**config.mk**
```make
export PLATFORM = sky130hd
export DESIGN_NAME = dual_gate_speed_timer
export DESIGN_NICKNAME = d
export VERILOG_FILES = /design/src/dgst_pkg.sv /design/src/dgst_fifo.sv /design/src/dgst_front.sv /design/src/dgst_back.sv /design/src/dual_gate_speed_timer.sv
export SDC_FILE = /design/constraint.sdc
export NUM_CORES = 1
export LEC_CHECK = 0
export BUFFER_PORTS_ARGS = -buffer_cell sky130_fd_sc_hd__buf_2
export CAP_MARGIN = 20
export CORE_UTILIZATION = 40
export CTS_BUF_LIST = sky130_fd_sc_hd__clkbuf_16
export DETAILED_ROUTE_END_ITERATION = 8
export HOLD_SLACK_MARGIN = 0.02
export PLACE_DENSITY = 0.54
export SKIP_LAST_GASP = 1
export SYNTH_ARGS = -nofsm -noshare
export SYNTH_HDL_FRONTEND = slang
export SYNTH_SLANG_ARGS = --single-unit
```
**constraint.sdc**
```tcl
create_clock -name clk -period 6.65 [get_ports clk]
set_input_delay 0 -clock clk [delete_from_list [all_inputs] [get_ports clk]]
set_output_delay 0 -clock clk [all_outputs]
set_load 0.1 [all_outputs]
```
**src/dgst_pkg.sv**
```systemverilog
`timescale 1ns / 1ps
// ----------------------------------------------------------------------------
// dgst_pkg
// shared types and constants of the dual gate speed timer
// ----------------------------------------------------------------------------
package dgst_pkg;

  localparam int SAMPLE_W = 12;
  localparam int COUNT_W  = 24;
  localparam int CFG_W    = 24;
  localparam int INDEX_W  = 3;
  localparam int STATE_W  = 2;

  localparam int MID_DEPTH = 8;
  localparam int OUT_DEPTH = 2;

  localparam logic [SAMPLE_W-1:0] PRESET_LEVEL  = 12'd300;
  localparam logic [SAMPLE_W-1:0] HIGH_RESET    = 12'd150;
  localparam logic [SAMPLE_W-1:0] LOW_RESET     = 12'd100;
  localparam logic [COUNT_W-1:0]  TIMEOUT_RESET = 24'd112500;

  localparam logic [INDEX_W-1:0] REG_HIGH_CH0 = 3'd0;
  localparam logic [INDEX_W-1:0] REG_HIGH_CH1 = 3'd1;
  localparam logic [INDEX_W-1:0] REG_LOW_CH0  = 3'd2;
  localparam logic [INDEX_W-1:0] REG_LOW_CH1  = 3'd3;
  localparam logic [INDEX_W-1:0] REG_TIMEOUT  = 3'd4;

  typedef struct packed {
    logic [SAMPLE_W-1:0] high_ch0;
    logic [SAMPLE_W-1:0] high_ch1;
    logic [SAMPLE_W-1:0] low_ch0;
    logic [SAMPLE_W-1:0] low_ch1;
  } thresh_t;

  typedef struct packed {
    logic [SAMPLE_W-1:0] filtered_ch0;
    logic [SAMPLE_W-1:0] filtered_ch1;
    logic                active_ch0;
    logic                active_ch1;
  } level_word_t;

  typedef struct packed {
    level_word_t         level;
    logic [STATE_W-1:0]  measure_state;
    logic                start_channel;
    logic [COUNT_W-1:0]  period_count;
    logic                period_done;
    logic                timed_out;
  } result_t;

endpackage

```
**src/dgst_fifo.sv**
```systemverilog
`timescale 1ns / 1ps
// ----------------------------------------------------------------------------
// dgst_fifo
// small synchronous word queue, head shown while not empty
// ----------------------------------------------------------------------------
module dgst_fifo #(
  parameter int WIDTH = 8,
  parameter int DEPTH = 2
) (
  input  logic             clk,
  input  logic             rst_n,
  input  logic             push,
  input  logic [WIDTH-1:0] push_data,
  output logic             full,
  input  logic             pop,
  output logic [WIDTH-1:0] pop_data,
  output logic             empty
);

  localparam int PW = (DEPTH > 1) ? $clog2(DEPTH) : 1;
  localparam int CW = $clog2(DEPTH + 1);

  logic [WIDTH-1:0] mem [DEPTH];
  logic [PW-1:0]    wr_ptr_r, rd_ptr_r;
  logic [CW-1:0]    count_r;
  logic             wr_en, rd_en;

  assign empty    = (count_r == '0);
  assign full     = (count_r == CW'(DEPTH));
  assign wr_en    = push && !full;
  assign rd_en    = pop && !empty;
  assign pop_data = mem[rd_ptr_r];

  always_ff @(posedge clk) begin
    if (wr_en) begin
      mem[wr_ptr_r] <= push_data;
    end
  end

  always_ff @(posedge clk) begin
    if (!rst_n) begin
      wr_ptr_r <= '0;
      rd_ptr_r <= '0;
      count_r  <= '0;
    end else begin
      if (wr_en) begin
        wr_ptr_r <= (wr_ptr_r == PW'(DEPTH - 1)) ? '0 : wr_ptr_r + PW'(1);
      end
      if (rd_en) begin
        rd_ptr_r <= (rd_ptr_r == PW'(DEPTH - 1)) ? '0 : rd_ptr_r + PW'(1);
      end
      if (wr_en && !rd_en) begin
        count_r <= count_r + CW'(1);
      end else if (rd_en && !wr_en) begin
        count_r <= count_r - CW'(1);
      end
    end
  end

endmodule

```
**src/dgst_front.sv**
```systemverilog
`timescale 1ns / 1ps
// ----------------------------------------------------------------------------
// dgst_front
// boxcar average and hysteresis of both gate channels, one word a cycle
// ----------------------------------------------------------------------------
module dgst_front #(
  parameter int AVERAGE_LENGTH = 16,
  parameter int SAMPLE_BITS    = 12
) (
  input  logic                            clk,
  input  logic                            rst_n,
  input  logic                            take,
  input  logic [dgst_pkg::SAMPLE_W-1:0]   sample_ch0,
  input  logic [dgst_pkg::SAMPLE_W-1:0]   sample_ch1,
  input  dgst_pkg::thresh_t               thresh,
  output logic                            word_valid,
  output dgst_pkg::level_word_t           word
);

  localparam int SW     = dgst_pkg::SAMPLE_W;
  localparam int LG     = $clog2(AVERAGE_LENGTH);
  localparam int PW     = (LG > 0) ? LG : 1;
  localparam int SUM_W  = SW + LG;
  localparam int SHIFT  = SUM_W + LG;
  localparam int RW     = SUM_W + 1;
  localparam int PRW    = SUM_W + RW;
  localparam int KEEP   = (SAMPLE_BITS < SW) ? SAMPLE_BITS : SW;
  localparam logic [SW:0] MASK_WIDE = (({{SW{1'b0}}, 1'b1}) << KEEP) - 1;
  localparam logic [SW-1:0] SMASK = MASK_WIDE[SW-1:0];
  localparam logic [63:0] RECIP64 =
    ((64'd1 << SHIFT) + 64'(AVERAGE_LENGTH) - 64'd1) / 64'(AVERAGE_LENGTH);
  localparam logic [RW-1:0]    RECIP     = RECIP64[RW-1:0];
  localparam logic [SUM_W-1:0] SUM_RESET = SUM_W'(300 * AVERAGE_LENGTH);

  // ring of past sample pairs, preset level served until the first wrap
  logic [2*SW-1:0] ring_mem [AVERAGE_LENGTH];
  logic [2*SW-1:0] ring_rd_r;
  logic [PW-1:0]   pos_r;
  logic            ring_full_r;

  logic [SW-1:0]    s0_r, s1_r;
  logic             preset_r;
  logic             v1_r, v2_r, v3_r;
  logic [SUM_W-1:0] sum0_r, sum1_r;
  logic [PRW-1:0]   prod0_r, prod1_r;
  logic             lvl0_r, lvl1_r;

  logic [SW-1:0] in0, in1, old0, old1, avg0, avg1;
  logic          lvl0_nxt, lvl1_nxt;

  assign in0  = sample_ch0 & SMASK;
  assign in1  = sample_ch1 & SMASK;
  assign old0 = preset_r ? dgst_pkg::PRESET_LEVEL : ring_rd_r[SW-1:0];
  assign old1 = preset_r ? dgst_pkg::PRESET_LEVEL : ring_rd_r[2*SW-1:SW];
  assign avg0 = prod0_r[SHIFT +: SW];
  assign avg1 = prod1_r[SHIFT +: SW];

  always_ff @(posedge clk) begin
    if (take) begin
      ring_mem[pos_r] <= {in1, in0};
      ring_rd_r       <= ring_mem[pos_r];
      s0_r            <= in0;
      s1_r            <= in1;
      preset_r        <= !ring_full_r;
    end
    if (v2_r) begin
      prod0_r <= PRW'(sum0_r) * PRW'(RECIP);
      prod1_r <= PRW'(sum1_r) * PRW'(RECIP);
    end
  end

  always_comb begin
    lvl0_nxt = lvl0_r;
    if (!lvl0_r && (avg0 < thresh.low_ch0)) begin
      lvl0_nxt = 1'b1;
    end else if (avg0 > thresh.high_ch0) begin
      lvl0_nxt = 1'b0;
    end
    lvl1_nxt = lvl1_r;
    if (!lvl1_r && (avg1 < thresh.low_ch1)) begin
      lvl1_nxt = 1'b1;
    end else if (avg1 > thresh.high_ch1) begin
      lvl1_nxt = 1'b0;
    end
  end

  always_ff @(posedge clk) begin
    if (!rst_n) begin
      pos_r       <= '0;
      ring_full_r <= 1'b0;
      v1_r        <= 1'b0;
      v2_r        <= 1'b0;
      v3_r        <= 1'b0;
      sum0_r      <= SUM_RESET;
      sum1_r      <= SUM_RESET;
      lvl0_r      <= 1'b0;
      lvl1_r      <= 1'b0;
    end else begin
      v1_r <= take;
      v2_r <= v1_r;
      v3_r <= v2_r;
      if (take) begin
        if (pos_r == PW'(AVERAGE_LENGTH - 1)) begin
          pos_r       <= '0;
          ring_full_r <= 1'b1;
        end else begin
          pos_r <= pos_r + PW'(1);
        end
      end
      if (v1_r) begin
        sum0_r <= sum0_r - SUM_W'(old0) + SUM_W'(s0_r);
        sum1_r <= sum1_r - SUM_W'(old1) + SUM_W'(s1_r);
      end
      if (v3_r) begin
        lvl0_r <= lvl0_nxt;
        lvl1_r <= lvl1_nxt;
      end
    end
  end

  assign word_valid        = v3_r;
  assign word.filtered_ch0 = avg0;
  assign word.filtered_ch1 = avg1;
  assign word.active_ch0   = lvl0_nxt;
  assign word.active_ch1   = lvl1_nxt;

endmodule

```
**src/dgst_back.sv**
```systemverilog
`timescale 1ns / 1ps
// ----------------------------------------------------------------------------
// dgst_back
// measurement machine: standby, measuring, ending
// ----------------------------------------------------------------------------
module dgst_back (
  input  logic                           clk,
  input  logic                           rst_n,
  input  logic                           word_valid,
  input  dgst_pkg::level_word_t          word,
  output logic                           word_pop,
  input  logic [dgst_pkg::COUNT_W-1:0]   timeout_limit,
  input  logic                           res_full,
  output logic                           res_push,
  output dgst_pkg::result_t              res
);

  localparam int CW = dgst_pkg::COUNT_W;

  typedef enum logic [dgst_pkg::STATE_W-1:0] {
    ST_STANDBY   = 2'd0,
    ST_MEASURING = 2'd1,
    ST_ENDING    = 2'd2
  } state_t;

  state_t        state_r, state_nxt;
  logic          start_r, start_nxt;
  logic [CW-1:0] count_r, count_nxt, count_inc;
  logic          done, tout, take, opposite;

  assign take      = word_valid && !res_full;
  assign count_inc = count_r + CW'(1);
  assign opposite  = start_r ? word.active_ch0 : word.active_ch1;

  always_comb begin
    state_nxt = state_r;
    start_nxt = start_r;
    count_nxt = count_r;
    done      = 1'b0;
    tout      = 1'b0;
    unique case (state_r)
      ST_STANDBY: begin
        if (word.active_ch0 || word.active_ch1) begin
          start_nxt = !word.active_ch0;
          count_nxt = '0;
          state_nxt = ST_MEASURING;
        end
      end
      ST_MEASURING: begin
        count_nxt = count_inc;
        if (count_inc >= timeout_limit) begin
          count_nxt = '0;
          state_nxt = ST_ENDING;
          tout      = 1'b1;
        end else if (opposite) begin
          state_nxt = ST_ENDING;
          done      = 1'b1;
        end
      end
      default: begin
        if (!word.active_ch0 && !word.active_ch1) begin
          state_nxt = ST_STANDBY;
        end
      end
    endcase
  end

  always_ff @(posedge clk) begin
    if (!rst_n) begin
      state_r <= ST_STANDBY;
      start_r <= 1'b0;
      count_r <= '0;
    end else if (take) begin
      state_r <= state_nxt;
      start_r <= start_nxt;
      count_r <= count_nxt;
    end
  end

  assign word_pop          = take;
  assign res_push          = take;
  assign res.level         = word;
  assign res.measure_state = state_nxt;
  assign res.start_channel = start_nxt;
  assign res.period_count  = count_nxt;
  assign res.period_done   = done;
  assign res.timed_out     = tout;

endmodule

```
**src/dual_gate_speed_timer.sv**
```systemverilog
`timescale 1ns / 1ps
// ----------------------------------------------------------------------------
// dual_gate_speed_timer
// two-gate light barrier speed timer
// ----------------------------------------------------------------------------
// A word of two gate samples is pushed into the front pipeline (push, full) and
// one result word per input comes out of the result queue (empty, pop).
// Each channel is averaged over the last AVERAGE_LENGTH samples, passed
// through a low-active hysteresis and fed to the measurement machine.
// Thresholds and the timeout are set on the cfg_ port, by the user only while
// the block idles; the block itself does not enforce this. A pushed word is
// registered in the front pipeline and both queues. Throughput: one word per
// cycle while full is low, set by the single-port average ring and machine.
// The front pipeline never stalls; it is admitted by a credit count that
// covers the eight-entry queue in front of the machine, so full rises only
// once that queue and the pipeline hold eight words, i.e. when pop has been
// low for a while. A waiting result does not block new pushes until then.
// Reset (rst_n low, synchronous) restores the register defaults, empties
// both queues and presets the averages to 300 without a clearing pass.
// ----------------------------------------------------------------------------
module dual_gate_speed_timer #(
  parameter int AVERAGE_LENGTH = 16,
  parameter int SAMPLE_BITS    = 12
) (
  input  logic                            clk,
  input  logic                            rst_n,
  input  logic                            push,
  output logic                            full,
  input  logic [dgst_pkg::SAMPLE_W-1:0]   in_sample_ch0,
  input  logic [dgst_pkg::SAMPLE_W-1:0]   in_sample_ch1,
  output logic                            empty,
  input  logic                            pop,
  output logic [dgst_pkg::SAMPLE_W-1:0]   out_filtered_ch0,
  output logic [dgst_pkg::SAMPLE_W-1:0]   out_filtered_ch1,
  output logic                            out_active_ch0,
  output logic                            out_active_ch1,
  output logic [dgst_pkg::STATE_W-1:0]    out_measure_state,
  output logic                            out_start_channel,
  output logic [dgst_pkg::COUNT_W-1:0]    out_period_count,
  output logic                            out_period_done,
  output logic                            out_timed_out,
  input  logic                            cfg_we,
  input  logic [dgst_pkg::INDEX_W-1:0]    cfg_index,
  input  logic [dgst_pkg::CFG_W-1:0]      cfg_data
);

  localparam int SW  = dgst_pkg::SAMPLE_W;
  localparam int CRW = $clog2(dgst_pkg::MID_DEPTH + 1);

  dgst_pkg::thresh_t            thresh_r;
  logic [dgst_pkg::COUNT_W-1:0] timeout_r;
  logic [CRW-1:0]               credit_r;

  logic                  accept;
  logic                  mid_push, mid_full, mid_empty, mid_pop;
  dgst_pkg::level_word_t mid_in, mid_out;
  logic                  res_push, res_full;
  dgst_pkg::result_t     res_in, res_out;

  // configuration registers
  always_ff @(posedge clk) begin
    if (!rst_n) begin
      thresh_r.high_ch0 <= dgst_pkg::HIGH_RESET;
      thresh_r.high_ch1 <= dgst_pkg::HIGH_RESET;
      thresh_r.low_ch0  <= dgst_pkg::LOW_RESET;
      thresh_r.low_ch1  <= dgst_pkg::LOW_RESET;
      timeout_r         <= dgst_pkg::TIMEOUT_RESET;
    end else if (cfg_we) begin
      unique case (cfg_index)
        dgst_pkg::REG_HIGH_CH0: thresh_r.high_ch0 <= cfg_data[SW-1:0];
        dgst_pkg::REG_HIGH_CH1: thresh_r.high_ch1 <= cfg_data[SW-1:0];
        dgst_pkg::REG_LOW_CH0:  thresh_r.low_ch0  <= cfg_data[SW-1:0];
        dgst_pkg::REG_LOW_CH1:  thresh_r.low_ch1  <= cfg_data[SW-1:0];
        dgst_pkg::REG_TIMEOUT:  timeout_r         <= cfg_data;
        default: ;
      endcase
    end
  end

  // credits for words in the front pipeline and the middle queue
  assign full   = (credit_r == CRW'(dgst_pkg::MID_DEPTH));
  assign accept = push && !full;

  always_ff @(posedge clk) begin
    if (!rst_n) begin
      credit_r <= '0;
    end else if (accept && !mid_pop) begin
      credit_r <= credit_r + CRW'(1);
    end else if (mid_pop && !accept) begin
      credit_r <= credit_r - CRW'(1);
    end
  end

  dgst_front #(
    .AVERAGE_LENGTH (AVERAGE_LENGTH),
    .SAMPLE_BITS    (SAMPLE_BITS)
  ) u_front (
    .clk        (clk),
    .rst_n      (rst_n),
    .take       (accept),
    .sample_ch0 (in_sample_ch0),
    .sample_ch1 (in_sample_ch1),
    .thresh     (thresh_r),
    .word_valid (mid_push),
    .word       (mid_in)
  );

  dgst_fifo #(
    .WIDTH ($bits(dgst_pkg::level_word_t)),
    .DEPTH (dgst_pkg::MID_DEPTH)
  ) u_mid_fifo (
    .clk       (clk),
    .rst_n     (rst_n),
    .push      (mid_push),
    .push_data (mid_in),
    .full      (mid_full),
    .pop       (mid_pop),
    .pop_data  (mid_out),
    .empty     (mid_empty)
  );

  dgst_back u_back (
    .clk           (clk),
    .rst_n         (rst_n),
    .word_valid    (!mid_empty),
    .word          (mid_out),
    .word_pop      (mid_pop),
    .timeout_limit (timeout_r),
    .res_full      (res_full),
    .res_push      (res_push),
    .res           (res_in)
  );

  dgst_fifo #(
    .WIDTH ($bits(dgst_pkg::result_t)),
    .DEPTH (dgst_pkg::OUT_DEPTH)
  ) u_out_fifo (
    .clk       (clk),
    .rst_n     (rst_n),
    .push      (res_push),
    .push_data (res_in),
    .full      (res_full),
    .pop       (pop),
    .pop_data  (res_out),
    .empty     (empty)
  );

  assign out_filtered_ch0  = res_out.level.filtered_ch0;
  assign out_filtered_ch1  = res_out.level.filtered_ch1;
  assign out_active_ch0    = res_out.level.active_ch0;
  assign out_active_ch1    = res_out.level.active_ch1;
  assign out_measure_state = res_out.measure_state;
  assign out_start_channel = res_out.start_channel;
  assign out_period_count  = res_out.period_count;
  assign out_period_done   = res_out.period_done;
  assign out_timed_out     = res_out.timed_out;

  // credits never run past the middle queue
  a_credit_bound: assert property (@(posedge clk) disable iff (!rst_n)
    credit_r <= CRW'(dgst_pkg::MID_DEPTH))
    else $error("credit count above queue depth");

  // front output never meets a full middle queue
  a_mid_no_overflow: assert property (@(posedge clk) disable iff (!rst_n)
    !(mid_push && mid_full))
    else $error("middle queue overrun");

  // a word ends a measurement one way only
  a_one_ending: assert property (@(posedge clk) disable iff (!rst_n)
    !empty |-> !(out_period_done && out_timed_out))
    else $error("period done and timeout together");

  // a timeout leaves a cleared count
  a_timeout_clears: assert property (@(posedge clk) disable iff (!rst_n)
    (!empty && out_timed_out) |-> (out_period_count == '0))
    else $error("count kept on timeout");

endmodule

```
==> run_summary.xml <==
<?xml version="1.0" encoding="UTF-8"?>
<metrics>
  <group name="run_status">
    <metric name="status" unit="">finished clean</metric>
  </group>
  <group name="layout">
    <metric name="layout.cell_area.non_filler" unit="um2">45600</metric>
    <metric name="post_layout_nets" unit="">2894</metric>
    <metric name="fin_cells" unit="">4063</metric>
    <metric name="drive_above_1_share" unit="%">21.4</metric>
    <metric name="filler_cell_count" unit="">8564</metric>
    <metric name="areaGrowthSynthToFinish" unit="%">14.7</metric>
    <metric name="antenna_cells_inserted" unit="">0</metric>
  </group>
  <group name="synth">
    <metric name="syn_avg_cell_area" unit="um2">16.0</metric>
    <metric name="synth.top_cell.area_share" unit="%">58.6</metric>
    <metric name="synth_ff_type" unit="">sky130_fd_sc_hd__edfxtp_1</metric>
    <metric name="synth-async-reset-ratio" unit="%">0</metric>
    <metric name="count_of_flip_flops_with_a_built_in_enable_after_synthesis" unit="">775</metric>
    <metric name="ys_seq_area_share" unit="%">66.8</metric>
    <metric name="library_cell_with_the_highest_instance_count_after_synthesis" unit="">sky130_fd_sc_hd__edfxtp_1</metric>
    <metric name="syn_area" unit="um2">39700</metric>
    <metric name="synth_cells" unit="">2490</metric>
    <metric name="yosys-top-cells-count" unit="">sky130_fd_sc_hd__edfxtp_1, sky130_fd_sc_hd__nand2_1, sky130_fd_sc_hd__mux4_2</metric>
    <metric name="yosysWarnings" unit="">0</metric>
    <metric name="ys_ff_latch" unit="">938</metric>
    <metric name="syn_nets" unit="">2690</metric>
    <metric name="yosys-top-cells-area" unit="">sky130_fd_sc_hd__edfxtp_1, sky130_fd_sc_hd__mux4_2, sky130_fd_sc_hd__dfxtp_1</metric>
    <metric name="post-synth-top-area-cell" unit="">sky130_fd_sc_hd__edfxtp_1</metric>
    <metric name="synthDistinctLibCells" unit="">74</metric>
  </group>
  <group name="clock_network">
    <metric name="clockRootBuffer" unit="">sky130_fd_sc_hd__clkbuf_16</metric>
    <metric name="numCtsBuffers" unit="">100</metric>
    <metric name="cts_tree" unit="">yes</metric>
    <metric name="cts_repair_resize_count" unit="">0</metric>
    <metric name="cts_num_sinks" unit="">938</metric>
    <metric name="number_of_hold_buffers_added_after_cts" unit="">55</metric>
    <metric name="cts_setup_buffers" unit="">0</metric>
    <metric name="cts.path.max_buffers" unit="">3</metric>
    <metric name="clk_pin_slew_worst_paths" unit="ns">0.06</metric>
    <metric name="cts_htree_levels" unit="">3</metric>
    <metric name="worst_skew_pair.late_latency" unit="ns">0.66</metric>
  </group>
  <group name="detailed_routing">
    <metric name="routed_via_density" unit="">5.29</metric>
    <metric name="detailedRoute.firstPassIterationCount" unit="">5</metric>
    <metric name="initialDrtViolationCount" unit="">1589</metric>
    <metric name="number_of_nets_with_antenna_violations_after_detailed_routing" unit="">0</metric>
    <metric name="drc" unit="">0</metric>
    <metric name="route.final.wire_length" unit="mm">88.7</metric>
    <metric name="wl_per_cell" unit="um">21.8</metric>
    <metric name="vias" unit="">21500</metric>
  </group>
  <group name="timing">
    <metric name="layout_worst_path_cycle_share" unit="%">63.8</metric>
    <metric name="timing.hold.ws" unit="ns">0.0703</metric>
    <metric name="slew_headroom" unit="%">26.1</metric>
    <metric name="setup_viol_count_final" unit="">0</metric>
    <metric name="grt_setup_unrepaired" unit="">false</metric>
    <metric name="final_slew_violations" unit="">0</metric>
    <metric name="timing.clock.skew" unit="ns">0.0167</metric>
    <metric name="final.min_clock_period" unit="ns">4.25</metric>
    <metric name="maxClockFrequency" unit="MHz">236</metric>
    <metric name="tightest_slew" unit="ns">1.11</metric>
    <metric name="report.final.hold_viol_count" unit="">0</metric>
    <metric name="fin_tns_setup" unit="ns">0</metric>
  </group>
  <group name="pwr">
    <metric name="cellPowerDensity" unit="nW/um2">383</metric>
    <metric name="leakage" unit="nW">15.8</metric>
    <metric name="total_power" unit="mW">17.5</metric>
    <metric name="peakVddDrop" unit="mV">0.369</metric>
  </group>
  <group name="worst_setup_path">
    <metric name="rr_startpoint" unit="">u_back.count_r[0]$_SDFFE_PN0P_</metric>
    <metric name="worst_r2r_endpoint" unit="">u_out_fifo.mem[0][6]$_DFFE_PP_</metric>
    <metric name="critPathSlowestCell" unit="">sky130_fd_sc_hd__dfxtp_1</metric>
    <metric name="kind_of_end_point_of_the_critical_path" unit="">flip-flop</metric>
    <metric name="timing.reg2reg.setup_slack" unit="ns">2.40</metric>
    <metric name="critPathLaunchType" unit="">flip-flop</metric>
    <metric name="path_class" unit="">flip-flop to flip-flop</metric>
    <metric name="path_cells" unit="">ha_1, nand3_2, nor3_4, nand3_1, or3_1, xnor2_2, ha_1, and4_1, nand2_1, nor2_1, a211o_1, a211oi_4, buf_4, a41oi_1, a31oi_1</metric>
    <metric name="crit_required" unit="ns">7.13</metric>
    <metric name="arrival" unit="ns">4.72</metric>
    <metric name="crit_path_start" unit="">u_back.count_r[0]$_SDFFE_PN0P_</metric>
    <metric name="slowest_delay" unit="ns">0.47</metric>
    <metric name="cell_family_with_the_largest_share_of_critical_path_delay" unit="">simple AND/OR/NAND/NOR gates</metric>
    <metric name="worst-path-buf-inv" unit="">1</metric>
    <metric name="critical_path.max_fanout" unit="">28</metric>
    <metric name="worst_path_most_repeated_cell" unit="">sky130_fd_sc_hd__ha_1</metric>
    <metric name="worst_r2r_path_depth" unit="">15</metric>
  </group>
  <group name="global_routing">
    <metric name="grtUsageTotal" unit="%">17.9</metric>
    <metric name="initial_antenna_violation_count" unit="">1</metric>
    <metric name="grt_start_max_net_pins" unit="">75</metric>
    <metric name="grt_pass1_vias" unit="">22500</metric>
    <metric name="globalRoute.totalOverflow" unit="">0</metric>
    <metric name="grt_first_pass_wirelength" unit="mm">135</metric>
  </group>
  <group name="die">
    <metric name="die_y" unit="um">317</metric>
    <metric name="effective_utilization_at_floorplan" unit="%">40.4</metric>
    <metric name="dieWidth" unit="um">317</metric>
    <metric name="fp.coreArea" unit="um2">98400</metric>
    <metric name="floorplan.rows" unit="">115</metric>
    <metric name="design.portCount" unit="">113</metric>
    <metric name="die_area" unit="um2">101000</metric>
  </group>
  <group name="job">
    <metric name="max-cap-violations" unit="">0</metric>
  </group>
  <group name="worst_hold_path">
    <metric name="hold_path.startpoint" unit="">cfg_index[2]</metric>
    <metric name="min_path_cells" unit="">5</metric>
    <metric name="hold_path.class" unit="">input pin to flip-flop</metric>
    <metric name="hold_end" unit="">timeout_r[0]$_SDFFE_PN0P_</metric>
  </group>
  <group name="placement">
    <metric name="numPortBuffers" unit="">112</metric>
    <metric name="place.detailed.instances" unit="">3823</metric>
    <metric name="place_congestion" unit="">0.821</metric>
    <metric name="detailedPlacementHpwl" unit="mm">54.7</metric>
    <metric name="post_dp_cell_area" unit="um2">41900</metric>
  </group>
</metrics>
[cell families (layout without fill, tap and decap cells)]
kind of cell,count (synthesis),count (layout),synth area share [%]
DFF,938,938,66.8
xor gates and xnor gates,44,44,0.989
adders and majority gates,144,144,5.03
muxes,273,273,12.5
buffers and inverters,279,565,2.80
AOI/OAI and AO/OA,342,342,6.08
and+or+nand+nor,470,470,5.87
[per-stage QoR]
step | setup WS [ns] | util [%]
floorplan | 0.221 | -
global placement | 2.52 | 42.6
detailed placement | 2.44 | 42.6
CTS | 2.40 | 46.3
global route | 2.12 | 46.3
finish | 2.40 | 46.3
[sequential cells by signal, summed over array words and instances, names as in the netlist, 12 cells and up, named ones only]
signal	count
u_front.s0_r	12
u_front.ring_rd_r	24
u_front.s1_r	12
timeout_r	24
thresh_r	48
u_back.count_r	24
u_front.prod1_r	12
u_out_fifo.mem	110
u_front.prod0_r	12
u_front.sum1_r	16
u_front.sum0_r	16
u_front.ring_mem	384
u_mid_fifo.mem	208
[layout by cell type (no fill, tap or decap), drive strengths merged, types with 15 or more instances in the layout]
| cell type | instances |
|---|---|
| nand2b | 17 |
| nand2 | 194 |
| dlygate4sd3 | 55 |
| a31oi | 15 |
| a21boi | 59 |
| fa | 26 |
| edfxtp | 775 |
| xnor2 | 30 |
| o211ai | 39 |
| ha | 118 |
| dfxtp | 163 |
| clkinv | 41 |
| inv | 198 |
| buf | 160 |
| mux2 | 84 |
| a21oi | 47 |
| a21o | 36 |
| mux4 | 169 |
| mux2i | 20 |
| nor2b | 72 |
| o21ai | 53 |
| nor2 | 53 |
| clkbuf | 101 |
| nor3 | 30 |
| and2 | 23 |
| nand3 | 29 |
[where the power goes]
part	internal [mW]	total, mW	switching [mW]
Sequential	7.06	7.43	0.377
Combinational	1.46	4.74	3.27
Clock	3.02	5.28	2.26
Total	11.5	17.5	5.91
[area by class of cell]
type | count | area (um2) | share of cell area (%)
Clock buffer | 101 | 2530 | 5.54
Tap cell | 1287 | 1610 | 3.53
Sequential cell | 938 | 26600 | 58.2
Timing Repair Buffer | 215 | 1490 | 3.28
Multi-Input combinational cell | 1273 | 12200 | 26.8
Clock inverter | 83 | 584 | 1.28
Inverter | 166 | 623 | 1.37
[worst max-delay path by stage]
stage | endpoint | cells after the start
global placement | u_out_fifo.mem[0][6]$_DFFE_PP_ | 14
global route | u_out_fifo.mem[0][6]$_DFFE_PP_ | 14
CTS | u_out_fifo.mem[0][6]$_DFFE_PP_ | 14
detailed placement | u_out_fifo.mem[1][24]$_DFFE_PP_ | 14
floorplan | credit_r[3]$_SDFFE_PN0P_ | 11
finish | u_out_fifo.mem[0][6]$_DFFE_PP_ | 15
[tightest hold or removal path, stage by stage]
cell and delay (ns):
sky130_fd_sc_hd__buf_2 0.11, sky130_fd_sc_hd__and3_1 0.14, sky130_fd_sc_hd__buf_4 0.24, sky130_fd_sc_hd__nand2_1 0.11
sky130_fd_sc_hd__a21boi_0 0.06
[layer usage]
layer  wire length, um  global-route usage, %  vias up  share of wire (%)
li1                  -                      -     9920                  -
met1             38700                   23.5    11000                 44
met2             44300                   31.1      469                 50
met3              3910                   2.80      140                4.4
met4              1730                   4.40        2                2.0
met5                10                      0        -              0.011
(Power assumes the default switching activity.)
